--- src/hdl/table_driven_fsm_engine_core_defines.svh ---
// Assertion macros for the FSM engine core.
// All assertions sample on clk and are off while rst_n is low.
`ifndef TABLE_DRIVEN_FSM_ENGINE_CORE_DEFINES_SVH
`define TABLE_DRIVEN_FSM_ENGINE_CORE_DEFINES_SVH

`ifndef SYNTHESIS

// Same-cycle implication.
`define TDFE_ASSERT_IMPL(lbl, ante, cons) \
    lbl: assert property (@(posedge clk) disable iff (!rst_n) (ante) |-> (cons)) \
        else $error("assertion failed: same-cycle implication");

// Next-cycle implication.
`define TDFE_ASSERT_NEXT(lbl, ante, cons) \
    lbl: assert property (@(posedge clk) disable iff (!rst_n) (ante) |=> (cons)) \
        else $error("assertion failed: next-cycle implication");

`else

`define TDFE_ASSERT_IMPL(lbl, ante, cons)
`define TDFE_ASSERT_NEXT(lbl, ante, cons)

`endif

`endif

--- src/hdl/tdfe_pkg.sv ---
package tdfe_pkg;

    // Fixed field widths
    localparam int ID_W     = 8;
    localparam int CMD_W    = 3;
    localparam int CAP_IN_W = 4;

    // Parameter defaults
    localparam int STATE_IDS_DEF       = 256;
    localparam int MAX_TRANSITIONS_DEF = 8;
    localparam int EVENT_BITS_DEF      = 8;

    // Command codes
    localparam logic [CMD_W-1:0] CMD_STEP      = 3'd0;
    localparam logic [CMD_W-1:0] CMD_ADD_STATE = 3'd1;
    localparam logic [CMD_W-1:0] CMD_DEL_STATE = 3'd2;
    localparam logic [CMD_W-1:0] CMD_ADD_TRANS = 3'd3;
    localparam logic [CMD_W-1:0] CMD_DEL_TRANS = 3'd4;
    localparam logic [CMD_W-1:0] CMD_START     = 3'd5;

    // Status codes
    localparam logic ST_DONE    = 1'b0;
    localparam logic ST_IGNORED = 1'b1;

    typedef struct packed {
        logic [CMD_W-1:0]    command;
        logic [ID_W-1:0]     state_id;
        logic [ID_W-1:0]     event_req;
        logic [ID_W-1:0]     target;
        logic [CAP_IN_W-1:0] capacity;
    } request_t;

    typedef struct packed {
        logic [ID_W-1:0] current_state;
        logic            status;
    } result_t;

    // Row search outcome
    typedef struct packed {
        logic match_hit;
        logic free_slot;
        logic target_found;
    } row_flags_t;

endpackage

--- src/hdl/tdfe_row_ops.sv ---
module tdfe_row_ops #(
    parameter int MAX_TRANSITIONS = tdfe_pkg::MAX_TRANSITIONS_DEF,
    parameter int EVENT_BITS      = tdfe_pkg::EVENT_BITS_DEF
) (
    input  logic [MAX_TRANSITIONS*(EVENT_BITS+tdfe_pkg::ID_W)-1:0] row,
    input  logic [$clog2(MAX_TRANSITIONS+1)-1:0]                   cap,
    input  logic [EVENT_BITS-1:0]                                  event_key,
    input  logic [tdfe_pkg::ID_W-1:0]                              target,
    output tdfe_pkg::row_flags_t                                   flags,
    output logic [tdfe_pkg::ID_W-1:0]                              step_target,
    output logic [MAX_TRANSITIONS*(EVENT_BITS+tdfe_pkg::ID_W)-1:0] add_row,
    output logic [MAX_TRANSITIONS*(EVENT_BITS+tdfe_pkg::ID_W)-1:0] del_row
);

    localparam int CAP_W  = $clog2(MAX_TRANSITIONS + 1);
    localparam int SLOT_W = EVENT_BITS + tdfe_pkg::ID_W;
    localparam int ROW_W  = MAX_TRANSITIONS * SLOT_W;

    logic [MAX_TRANSITIONS-1:0] hit_vec;
    logic [MAX_TRANSITIONS-1:0] free_vec;
    logic [MAX_TRANSITIONS-1:0] tgt_vec;
    logic [MAX_TRANSITIONS-1:0] hit_first;
    logic [MAX_TRANSITIONS-1:0] free_first;
    logic [MAX_TRANSITIONS-1:0] from_match;
    logic [ROW_W+SLOT_W-1:0]    row_ext;
    logic [ROW_W-1:0]           row_shift;

    // Row moved down one slot, zero filled at the top
    assign row_ext   = {{SLOT_W{1'b0}}, row};
    assign row_shift = row_ext[ROW_W+SLOT_W-1:SLOT_W];

    // Per-slot compares
    always_comb
    begin
        logic [SLOT_W-1:0]          slot;
        logic                       in_cap;
        logic                       seen_hit;
        logic                       seen_free;
        logic                       seen_tgt;
        for (int j = 0; j < MAX_TRANSITIONS; j++)
        begin
            slot        = row[j*SLOT_W +: SLOT_W];
            in_cap      = CAP_W'(j) < cap;
            hit_vec[j]  = in_cap && (slot[tdfe_pkg::ID_W-1:0] != '0)
                          && (slot[SLOT_W-1:tdfe_pkg::ID_W] == event_key);
            free_vec[j] = in_cap && (slot[tdfe_pkg::ID_W-1:0] == '0);
            tgt_vec[j]  = in_cap && (slot[tdfe_pkg::ID_W-1:0] == target);
        end
        // Priority picks and prefix of the delete match
        seen_hit  = 1'b0;
        seen_free = 1'b0;
        seen_tgt  = 1'b0;
        for (int j = 0; j < MAX_TRANSITIONS; j++)
        begin
            hit_first[j]  = hit_vec[j] && !seen_hit;
            free_first[j] = free_vec[j] && !seen_free;
            seen_hit      = seen_hit | hit_vec[j];
            seen_free     = seen_free | free_vec[j];
            seen_tgt      = seen_tgt | tgt_vec[j];
            from_match[j] = seen_tgt;
        end
    end

    assign flags.match_hit    = |hit_vec;
    assign flags.free_slot    = |free_vec;
    assign flags.target_found = |tgt_vec;

    // Target of the first matching slot
    always_comb
    begin
        step_target = '0;
        for (int j = 0; j < MAX_TRANSITIONS; j++)
        begin
            if (hit_first[j])
            begin
                step_target = row[j*SLOT_W +: tdfe_pkg::ID_W];
            end
        end
    end

    // Insert into first free slot; compact after removal
    always_comb
    begin
        for (int j = 0; j < MAX_TRANSITIONS; j++)
        begin
            if (free_first[j])
            begin
                add_row[j*SLOT_W +: SLOT_W] = {event_key, target};
            end
            else
            begin
                add_row[j*SLOT_W +: SLOT_W] = row[j*SLOT_W +: SLOT_W];
            end

            if (from_match[j] && (CAP_W'(j + 1) < cap))
            begin
                del_row[j*SLOT_W +: SLOT_W] = row_shift[j*SLOT_W +: SLOT_W];
            end
            else if (from_match[j] && (CAP_W'(j + 1) == cap))
            begin
                del_row[j*SLOT_W +: SLOT_W] = '0;
            end
            else
            begin
                del_row[j*SLOT_W +: SLOT_W] = row[j*SLOT_W +: SLOT_W];
            end
        end
    end

endmodule

--- config.mk ---
export PLATFORM = sky130hd
export DESIGN_NAME = tdfe_row_ops
export DESIGN_NICKNAME = d
export VERILOG_FILES = /design/src/hdl/table_driven_fsm_engine_core_defines.svh /design/src/hdl/tdfe_pkg.sv /design/src/hdl/tdfe_row_ops.sv
export SDC_FILE = /design/constraint.sdc
export NUM_CORES = 1
export LEC_CHECK = 0
export ABC_AREA = 1
export ABC_CLOCK_PERIOD_IN_PS = 2200
export BUFFER_PORTS_ARGS = -buffer_cell sky130_fd_sc_hd__clkbuf_2
export CAP_MARGIN = 15
export CORE_AREA = 5 5 157 159
export DETAILED_ROUTE_END_ITERATION = 6
export DIE_AREA = 0 0 162 164
export GPL_TIMING_DRIVEN = 1
export PLACE_DENSITY = 0.57
export SKIP_LAST_GASP = 1
export SYNTH_ARGS = -nofsm -noshare
export SYNTH_HDL_FRONTEND = slang
export SYNTH_SLANG_ARGS = --single-unit
--- constraint.sdc ---
create_clock -name vclk -period 2.2
set_input_delay 0.44 -clock vclk [all_inputs]
set_output_delay 0.44 -clock vclk [all_outputs]
set_load 0.1 [all_outputs]
==> run metrics, run 1 <==
post-synth top area cell nand2_1; most frequent cell after synthesis nand2_1; DP Cell Count 2309; die height 164 um; total gr overflow 1779; cell row count 56; Port Buffers 415; Synth area leaders nand2_1 23%, nand3_1 14%, o21ai_0 11%; Post-synth top cells 372 x nand2_1, 166 x nand3_1, 136 x o21ai_0, 129 x inv_1, 102 x nor2_1; synth unique cells 41; Post-Syn Nets 1381; Synth Cell Area 5980 sq um; Yosys top cell area share 23.3%; Stopped at 5_1_grt; post-DP HPWL 44.3 mm; Worst EP kind output port; Die W 162 um; Initial Util 25.9%; status aborted with a tool error; Cells after Synth 1233; total track usage 93.8%; I/O pins 415; Err [ERROR GRT-0232] Routing congestion too high. Check the congestion heatmap in the GUI.; post-GRT worst EP step_target[4]; largest net degree at the start of global routing 17; dpl ws -0.912 ns; GP Congestion 0.966; Post-Syn Area per Cell 4.85 sq um; register area share after synthesis 0%; yosys warns 0
-- metal layers --
layer  track usage [%]  GRT overflow
met1              83.9            12
met5              25.9             1
met2               123          1356
met3              71.7             8
met4               107           402
-- logic make-up after synthesis --
family	count (synthesis)	share of synthesized area [%]
compound gates	226	20.3
buf+inv	210	15.0
simple gates	744	56.9
xor+xnor	53	7.76
-- through the flow --
step / hold slack [ns] / utilization (%) / instance area [sq um]
after floorplan: 1.07 / - / 10900
after global placement: 1.29 / 87.0 / 20100
after detailed placement: 1.32 / 87.0 / 20100
after CTS: 1.31 / 94.8 / 21900
-- repair_timing --
action,4_1_cts
setup buffers,36
pin swaps,132
resized for setup,259
setup endpoints to repair,267
cloned,15
hold buffers,0
==> run 2: changes to the inputs <==
--- a/config.mk
+++ b/config.mk
@@ -6,14 +6,14 @@
 export NUM_CORES = 1
 export LEC_CHECK = 0
 export ABC_AREA = 1
-export ABC_CLOCK_PERIOD_IN_PS = 2200
+export ABC_CLOCK_PERIOD_IN_PS = 2900
 export BUFFER_PORTS_ARGS = -buffer_cell sky130_fd_sc_hd__clkbuf_2
 export CAP_MARGIN = 15
 export CORE_AREA = 5 5 157 159
 export DETAILED_ROUTE_END_ITERATION = 6
 export DIE_AREA = 0 0 162 164
 export GPL_TIMING_DRIVEN = 1
-export PLACE_DENSITY = 0.57
+export PLACE_DENSITY_LB_ADDON = 0.15
 export SKIP_LAST_GASP = 1
 export SYNTH_ARGS = -nofsm -noshare
 export SYNTH_HDL_FRONTEND = slang
==> constraint.sdc (replaced) <==
create_clock -name vclk -period 2.9
set_input_delay 0.58 -clock vclk [all_inputs]
set_output_delay 0.58 -clock vclk [all_outputs]
set_load 0.1 [all_outputs]
==> run 2 against run 1 <==
Effect of this change:
- the flow now finishes, with violations (negative setup slack)
- synthesized cell count did not move
- area after synthesis stayed put
==> run metrics, run 2 <==
GP Congestion 0.969; final wirelength 51.1 mm; Synth area leaders nand2_1 23%, nand3_1 14%, o21ai_0 11%; Setup Crit Path Kind in -> out; initial antenna violation count 0; Final nets 2098; worst endpoint required time 2.32 ns; Port Buffers 415; Post-CTS Hold Buffers 0; synth unique cells 41; min cycle time layout 3.22 ns; Max transition margin 39.5%; Die W 162 um; Final period util 111%; CP Data Arrival Time 2.64 ns; vias in the first global route 12400; die height 164 um; share of cells above drive strength 1 64.8%; max incr delay on CP 0.23 ns; crit-path cells clkbuf_2 -> clkinvlp_4 -> nand2_1 -> nand2_1 -> a21oi_1 -> nand4_1 -> nand2_4 -> nor2_8 -> nand4_4 -> nand2_4 -> inv_4 -> nand2_1 -> nand2_8 -> buf_12; Final Worst Setup Slack -0.316 ns; final cell count without fillers 2239; I/O pins 415; Setup-failing EPs final 208; DRT iter0 DRCs 1027; DP Cell Count 2188; Initial Util 25.9%; Critical-path top delay cell nand4_1; status finished, violations left; drc violations 0; failing checks negative setup slack; Core Area 23100 sq um; yosys warns 0; Peak VDD IR 0.000187 V; post-synth top area cell nand2_1; Hold Crit Class in -> out; max cap viols 0; commonest non-fill, non-tap cells in the layout 306 x buf_12, 296 x buf_4, 265 x nand2_1, 137 x o21ai_4, 119 x clkbuf_2; total negative slack -32.55 ns; total track usage 33.5%; first-pass GRT wire length 70.9 mm; post-DP HPWL 39.3 mm; Hold WS 1.57 ns; vias 12500; Post-Syn Nets 1381; total gr overflow 0; Synth Cell Area 5980 sq um; most common library cell in the layout ignoring fill and taps buf_12; Fmax achieved 311 MHz; largest net degree at the start of global routing 33; Crit. End Element primary output; register area share after synthesis 0%; cell family with most CP delay simple AND/OR/NAND/NOR gates; sequential cell area 0 sq um; Worst Setup Start Kind input port; FF+latch count 0; worst path bufs/invs 4; Final Hold Viols 0; Slew @ Worst Pin 0.904 ns; Die ar. 26600 sq um; Area Overhead vs Synth 225%; vias per cell 5.58; RSZ-0062 raised after global routing yes; Cells after Synth 1233; cell row count 56; # fillers 1296; CP Max Fanout 16; Routed WL per cell 22.8 um; Post-synth top cells 372 x nand2_1, 166 x nand3_1, 136 x o21ai_0, 129 x inv_1, 102 x nor2_1; most frequent cell after synthesis nand2_1; antenna viol nets, final 0; drt pass-1 iters 6; P per Cell Area 228 nW/um^2; fin. max-slew vios 0; clkbuf count 0; CP dominant cell by count nand2_1; dpl ws -0.328 ns; Pleak 9.13 nW; Post-Syn Area per Cell 4.85 sq um; Yosys top cell area share 23.3%
-- run 2: per-stage QoR --
stage	instance area [sq um]	total power (W)	util, %
after floorplan	9100	0.00255	-
after global placement	17600	0.00418	76.1
after detailed placement	17600	0.00421	76.1
after CTS	18400	0.00430	79.5
after global routing	19400	0.00454	84.0
final	19400	0.00442	84.0
-- run 2: worst min-delay path, stage by stage --
cell and delay, ns:
clkbuf_2 0.10, nand2_1 0.08, o21ai_2 0.07, buf_12 0.16
-- run 2: final timing paths --
| check | depth (start not counted) | slack (ns) | from | end |
|---|---|---|---|---|
| worst max-delay path | 14 | -0.32 | row[33] | del_row[110] |
| worst min-delay path | 4 | 1.57 | row[42] | add_row[42] |
-- run 2: kinds of logic after synthesis --
group	Yosys count	share of synthesized area [%]
buffers and inverters	210	15.0
AOI/OAI and AO/OA	226	20.3
and+or+nand+nor	744	56.9
xor gates and xnor gates	53	7.76
-- run 2: layout make-up --
cell class	instances	area [sq um]	area share (%)
diodes	1	2.50	0.0129
well taps	290	363	1.87
multi-input cells	1027	8630	44.5
repair buffers	784	9780	50.4
inverters	137	639	3.29
-- run 2: layer usage --
metal | share of wire (%) | GRT usage [%]
met5 | 0 | 0
met4 | 4.3 | 12.2
met3 | 8.2 | 5.02
met2 | 51 | 61.9
met1 | 37 | 39.2
-- run 2: power by group --
part                 total (W)     internal (W)  switching (W)
combinational          0.00442          0.00158        0.00284
clock          0.0000000000461  0.0000000000461              0
sequential                   0                0              0
total                  0.00442          0.00158        0.00284
-- run 2: repair_timing --
item	CTS	global route
setup endpoints to repair	208	205
pin swaps	51	68
endpoints found under the hold margin	0	0
resized for setup	146	156
cloned	4	10
setup buffers	17	22
No activity file was read; power rests on OpenSTA's default activity.
==> run 3: changes to the inputs <==
--- a/config.mk
+++ b/config.mk
@@ -6,12 +6,13 @@
 export NUM_CORES = 1
 export LEC_CHECK = 0
 export ABC_AREA = 1
-export ABC_CLOCK_PERIOD_IN_PS = 2900
 export BUFFER_PORTS_ARGS = -buffer_cell sky130_fd_sc_hd__clkbuf_2
 export CAP_MARGIN = 15
-export CORE_AREA = 5 5 157 159
+export CELL_PAD_IN_SITES_DETAIL_PLACEMENT = 1
+export CELL_PAD_IN_SITES_GLOBAL_PLACEMENT = 2
+export CORE_MARGIN = 5
+export CORE_UTILIZATION = 18
 export DETAILED_ROUTE_END_ITERATION = 6
-export DIE_AREA = 0 0 162 164
 export GPL_TIMING_DRIVEN = 1
 export PLACE_DENSITY_LB_ADDON = 0.15
 export SKIP_LAST_GASP = 1
==> run 3 against run 2 <==
Effect of this change:
- the run still ends with negative setup slack left
- first-iteration DRC count down 30%
- fmax fell by 2.9%
- critical path depth is 1 higher
- clock-buffer cell count stayed put
- global-route usage fell by 2.3 points
- hold slack improved by 0.012 ns
- cell count up 11%
- highest routed layer is now met5
==> run metrics, run 3 (synthesized netlist as in run 2, its figures left out) <==
vias in the first global route 14000; RSZ-0062 raised after global routing yes; antenna viol nets, final 0; first-pass GRT wire length 88.4 mm; total negative slack -43.41 ns; Hold Crit Class in -> out; Max transition margin 39.7%; Hold WS 1.59 ns; Die W 192 um; Finished Cell Area 22000 sq um; sequential cell area 0 sq um; worst hold stages 4; Crit. End Element primary output; GP Congestion 0.928; Placed Area 18300 sq um; P per Cell Area 219 nW/um^2; Routed WL per cell 27.6 um; total gr overflow 0; Setup-failing EPs final 233; vias per cell 5.33; max cap viols 0; Core Area 32700 sq um; Initial Util 18.3%; largest net degree at the start of global routing 26; Port Buffers 415; total track usage 31.2%; Power, Total 0.00482 W; CP Max Fanout 8; Peak VDD IR 0.000134 V; DRT iter0 DRCs 718; worst endpoint required time 2.32 ns; vias 13300; clkbuf count 0; I/O pins 415; die height 192 um; Post-CTS Hold Buffers 0; post-DP HPWL 47.5 mm; Die ar. 37000 sq um; failing checks negative setup slack; Final Hold Viols 0; CP Data Arrival Time 2.73 ns; # fillers 3503; FF+latch count 0; share of cells above drive strength 1 73.3%; drc violations 0; most common library cell in the layout ignoring fill and taps buf_4; final wirelength 68.8 mm; Final Worst Setup Slack -0.414 ns; Slew @ Worst Pin 0.901 ns; commonest non-fill, non-tap cells in the layout 360 x buf_4, 318 x buf_12, 234 x nand2_1, 133 x o21ai_4, 113 x clkbuf_2; initial antenna violation count 2; Area Overhead vs Synth 268%; Fmax achieved 302 MHz; final core utilization 67.3%; fin. max-slew vios 0; Final nets 2195; Worst Setup Start Kind input port; Setup Crit Path Kind in -> out; min cycle time layout 3.31 ns; Pleak 10.2 nW; drt pass-1 iters 6; status finished, violations left; Final period util 114%; cell row count 66
run 3: where the power goes:
group / internal (W) / switching, W / total, W
clock: 0.0000000000928 / 0 / 0.0000000000928
combinational: 0.00176 / 0.00307 / 0.00482
sequential: 0 / 0 / 0
total: 0.00176 / 0.00307 / 0.00482
run 3: metal layers:
metal	part of all wire [%]	up-vias	GRT usage, %
met4	6.5	2	12.0
met3	6.2	276	4.85
met1	37	6540	37.0
met5	0.019	-	0
met2	50	682	56.2
li1	-	5769	-
run 3: worst max-delay path: stages:
cell and delay, ns:
buf_4 0.16, buf_4 0.16, nand2_1 0.09, nand4_1 0.16, nor2_1 0.24, nand3_1 0.20, nand2_2 0.13, inv_2 0.06
buf_4 0.13, nand3_4 0.11, nand3b_4 0.15, buf_16 0.21, nand3_2 0.07, nand2_2 0.08, buf_12 0.18
run 3: path summary, 6_finish.rpt:
check | from | end | slack, ns
worst max-delay path | target[2] | del_row[95] | -0.41
worst min-delay path | row[78] | del_row[78] | 1.59
run 3: cell type report:
type	instances	area (sq um)	share of cell area, %
antenna	2	5.00	0.0228
tap	442	553	2.51
timing repair inverter	1	16.3	0.0740
multi-input combinational	1029	9870	44.9
timing repair buffer	878	10900	49.5
inverter	137	662	3.01
run 3: timing repair:
action                     CTS  global route
buffers inserted            43            32
hold endpoints to repair     0             0
resized for setup          300           334
cloned                      17             8
setup endpoints to repair  250           237
pin swaps                   97           125
run 3: metrics by stage:
step / instances / worst slack [ns]
after CTS: 2459 / -0.184
after detailed placement: 2403 / -0.537
final: 2489 / -0.414
after global routing: 2488 / -0.420
after global placement: 2403 / -0.390
after floorplan: 1233 / -0.360
==> run 4: changes to the inputs <==
--- a/config.mk
+++ b/config.mk
@@ -11,7 +11,7 @@
 export CELL_PAD_IN_SITES_DETAIL_PLACEMENT = 1
 export CELL_PAD_IN_SITES_GLOBAL_PLACEMENT = 2
 export CORE_MARGIN = 5
-export CORE_UTILIZATION = 18
+export CORE_UTILIZATION = 16
 export DETAILED_ROUTE_END_ITERATION = 6
 export GPL_TIMING_DRIVEN = 1
 export PLACE_DENSITY_LB_ADDON = 0.15
==> constraint.sdc (replaced) <==
create_clock -name vclk -period 2.91
set_input_delay 0.582 -clock vclk [all_inputs]
set_output_delay 0.582 -clock vclk [all_outputs]
set_load 0.1 [all_outputs]
==> run 4 against run 3 <==
Effect of this change:
- the run still ends with negative setup slack left
- critical path depth grew 1
- non-clock buffer count shrank 59
- global-route usage shrank 5.9 points
- first-iteration DRC count shrank 42%
- via count shrank 12%
- utilization shrank 12 points
- final area shrank 7.7%
- sequential share of layout area is the same
==> run metrics, run 4 (synthesized netlist as in run 2, its figures left out) <==
initial antenna violation count 6; Port Buffers 415; post-DP HPWL 47.4 mm; first-pass GRT wire length 81.0 mm; FF+latch count 0; commonest non-fill, non-tap cells in the layout 322 x buf_4, 308 x buf_12, 257 x nand2_1, 136 x o21ai_4, 130 x clkbuf_2; failing checks negative setup slack; antenna viol nets, final 0; I/O pins 415; GP Congestion 0.888; final core utilization 55.2%; Initial Util 16.3%; Placed Area 18100 sq um; Final period util 110%; Fmax achieved 314 MHz; Routed WL per cell 23.0 um; DRT iter0 DRCs 414; die height 203 um; max cap viols 0; CP dominant cell by count nand2_4; Die ar. 41400 sq um; crit-path cells buf_8 -> nor2_4 -> inv_4 -> nor2_4 -> inv_4 -> nand2_4 -> nor2_4 -> nand2_4 -> nand2_4 -> nor2_8 -> nand4_4 -> nand2_4 -> buf_12 -> nand3_1 -> nand2_8 -> buf_12; worst endpoint required time 2.33 ns; total gr overflow 0; Worst Setup Start Kind input port; fin. max-slew vios 0; Setup Crit Path Kind in -> out; status finished, violations left; CP Max Fanout 11; vias in the first global route 12600; drc violations 0; max incr delay on CP 0.22 ns; Crit. End Element primary output; Final nets 2130; Max transition margin 65.6%; share of cells above drive strength 1 67.6%; Setup-failing EPs final 241; cell family with most CP delay simple AND/OR/NAND/NOR gates; drt pass-1 iters 4; Slew @ Worst Pin 0.515 ns; clkbuf count 0; Pleak 9.62 nW; worst path bufs/invs 5; Final Worst Setup Slack -0.279 ns; Area Overhead vs Synth 239%; Hold Crit Class in -> out; total negative slack -35.19 ns; Core Area 36800 sq um; CP Data Arrival Time 2.61 ns; Final Hold Viols 0; vias 11700; total track usage 25.2%; Finished Cell Area 20300 sq um; min cycle time layout 3.19 ns; largest net degree at the start of global routing 26; cell row count 70; sequential cell area 0 sq um; vias per cell 4.78; # fillers 4126; Die W 203 um; Peak VDD IR 0.000137 V; dpl ws -0.407 ns; P per Cell Area 221 nW/um^2; RSZ-0062 raised after global routing yes; Critical-path top delay cell nor2_4; final wirelength 56.3 mm; most common library cell in the layout ignoring fill and taps buf_4
==> run 4: changes by cell type in the layout (fill, tap and decap cells not counted), moves of 12 or more <==
cell      previous run  this run
nand2_4             73        52
buf_4              360       322
nor2_1              48        61
inv_1               90       102
nand3_1             52        93
nand2_1            234       257
nand3_4             66        36
buf_6               47        24
clkbuf_2           113       130
nor2_4              31        16
==> run 4: final cells by class <==
type	count	area, sq um	area share [%]
Tap cell	468	586	2.88
Multi-Input combinational cell	1024	8900	43.9
Antenna cell	5	12.5	0.0616
Inverter	137	627	3.09
Timing Repair Buffer	819	10200	50.1
==> run 4: worst paths after layout <==
| path | startpoint | endpoint | slack (ns) | cells past startpoint |
|---|---|---|---|---|
| min | event_key[0] | add_row[24] | 1.58 | 4 |
| max | cap[3] | del_row[107] | -0.28 | 16 |
==> run 4: repair_timing <==
item	in CTS	in global routing
buffers inserted	18	13
hold buffers	0	0
pin swaps	56	62
endpoints found under the setup margin	237	255
cloned	8	7
gates resized for setup	161	198
==> run 4: power by group <==
group	leakage (nW)	internal, W	total (W)	switching [W]
Combinational	9.62	0.00163	0.00448	0.00285
Clock	0.0000317	0.000000000230	0.000000000230	0
Sequential	0	0	0	0
Total	9.62	0.00163	0.00448	0.00285
==> run 4: metal layers <==
metal	part of all wire (%)	vias to the layer above	track usage, %
met5	0.023	-	0
met3	4.7	47	3.45
li1	-	5620	-
met1	42	5738	32.4
met2	51	315	46.1
met4	1.7	2	3.30
==> run 4: stage by stage <==
stage / power [W] / std cells / hold slack [ns]
final: 0.00448 / 2453 / 1.58
after global routing: 0.00463 / 2453 / 1.60
after CTS: 0.00440 / 2428 / 1.58
after detailed placement: 0.00429 / 2403 / 1.57
after global placement: 0.00426 / 2403 / 1.57
after floorplan: 0.00253 / 1233 / 1.37
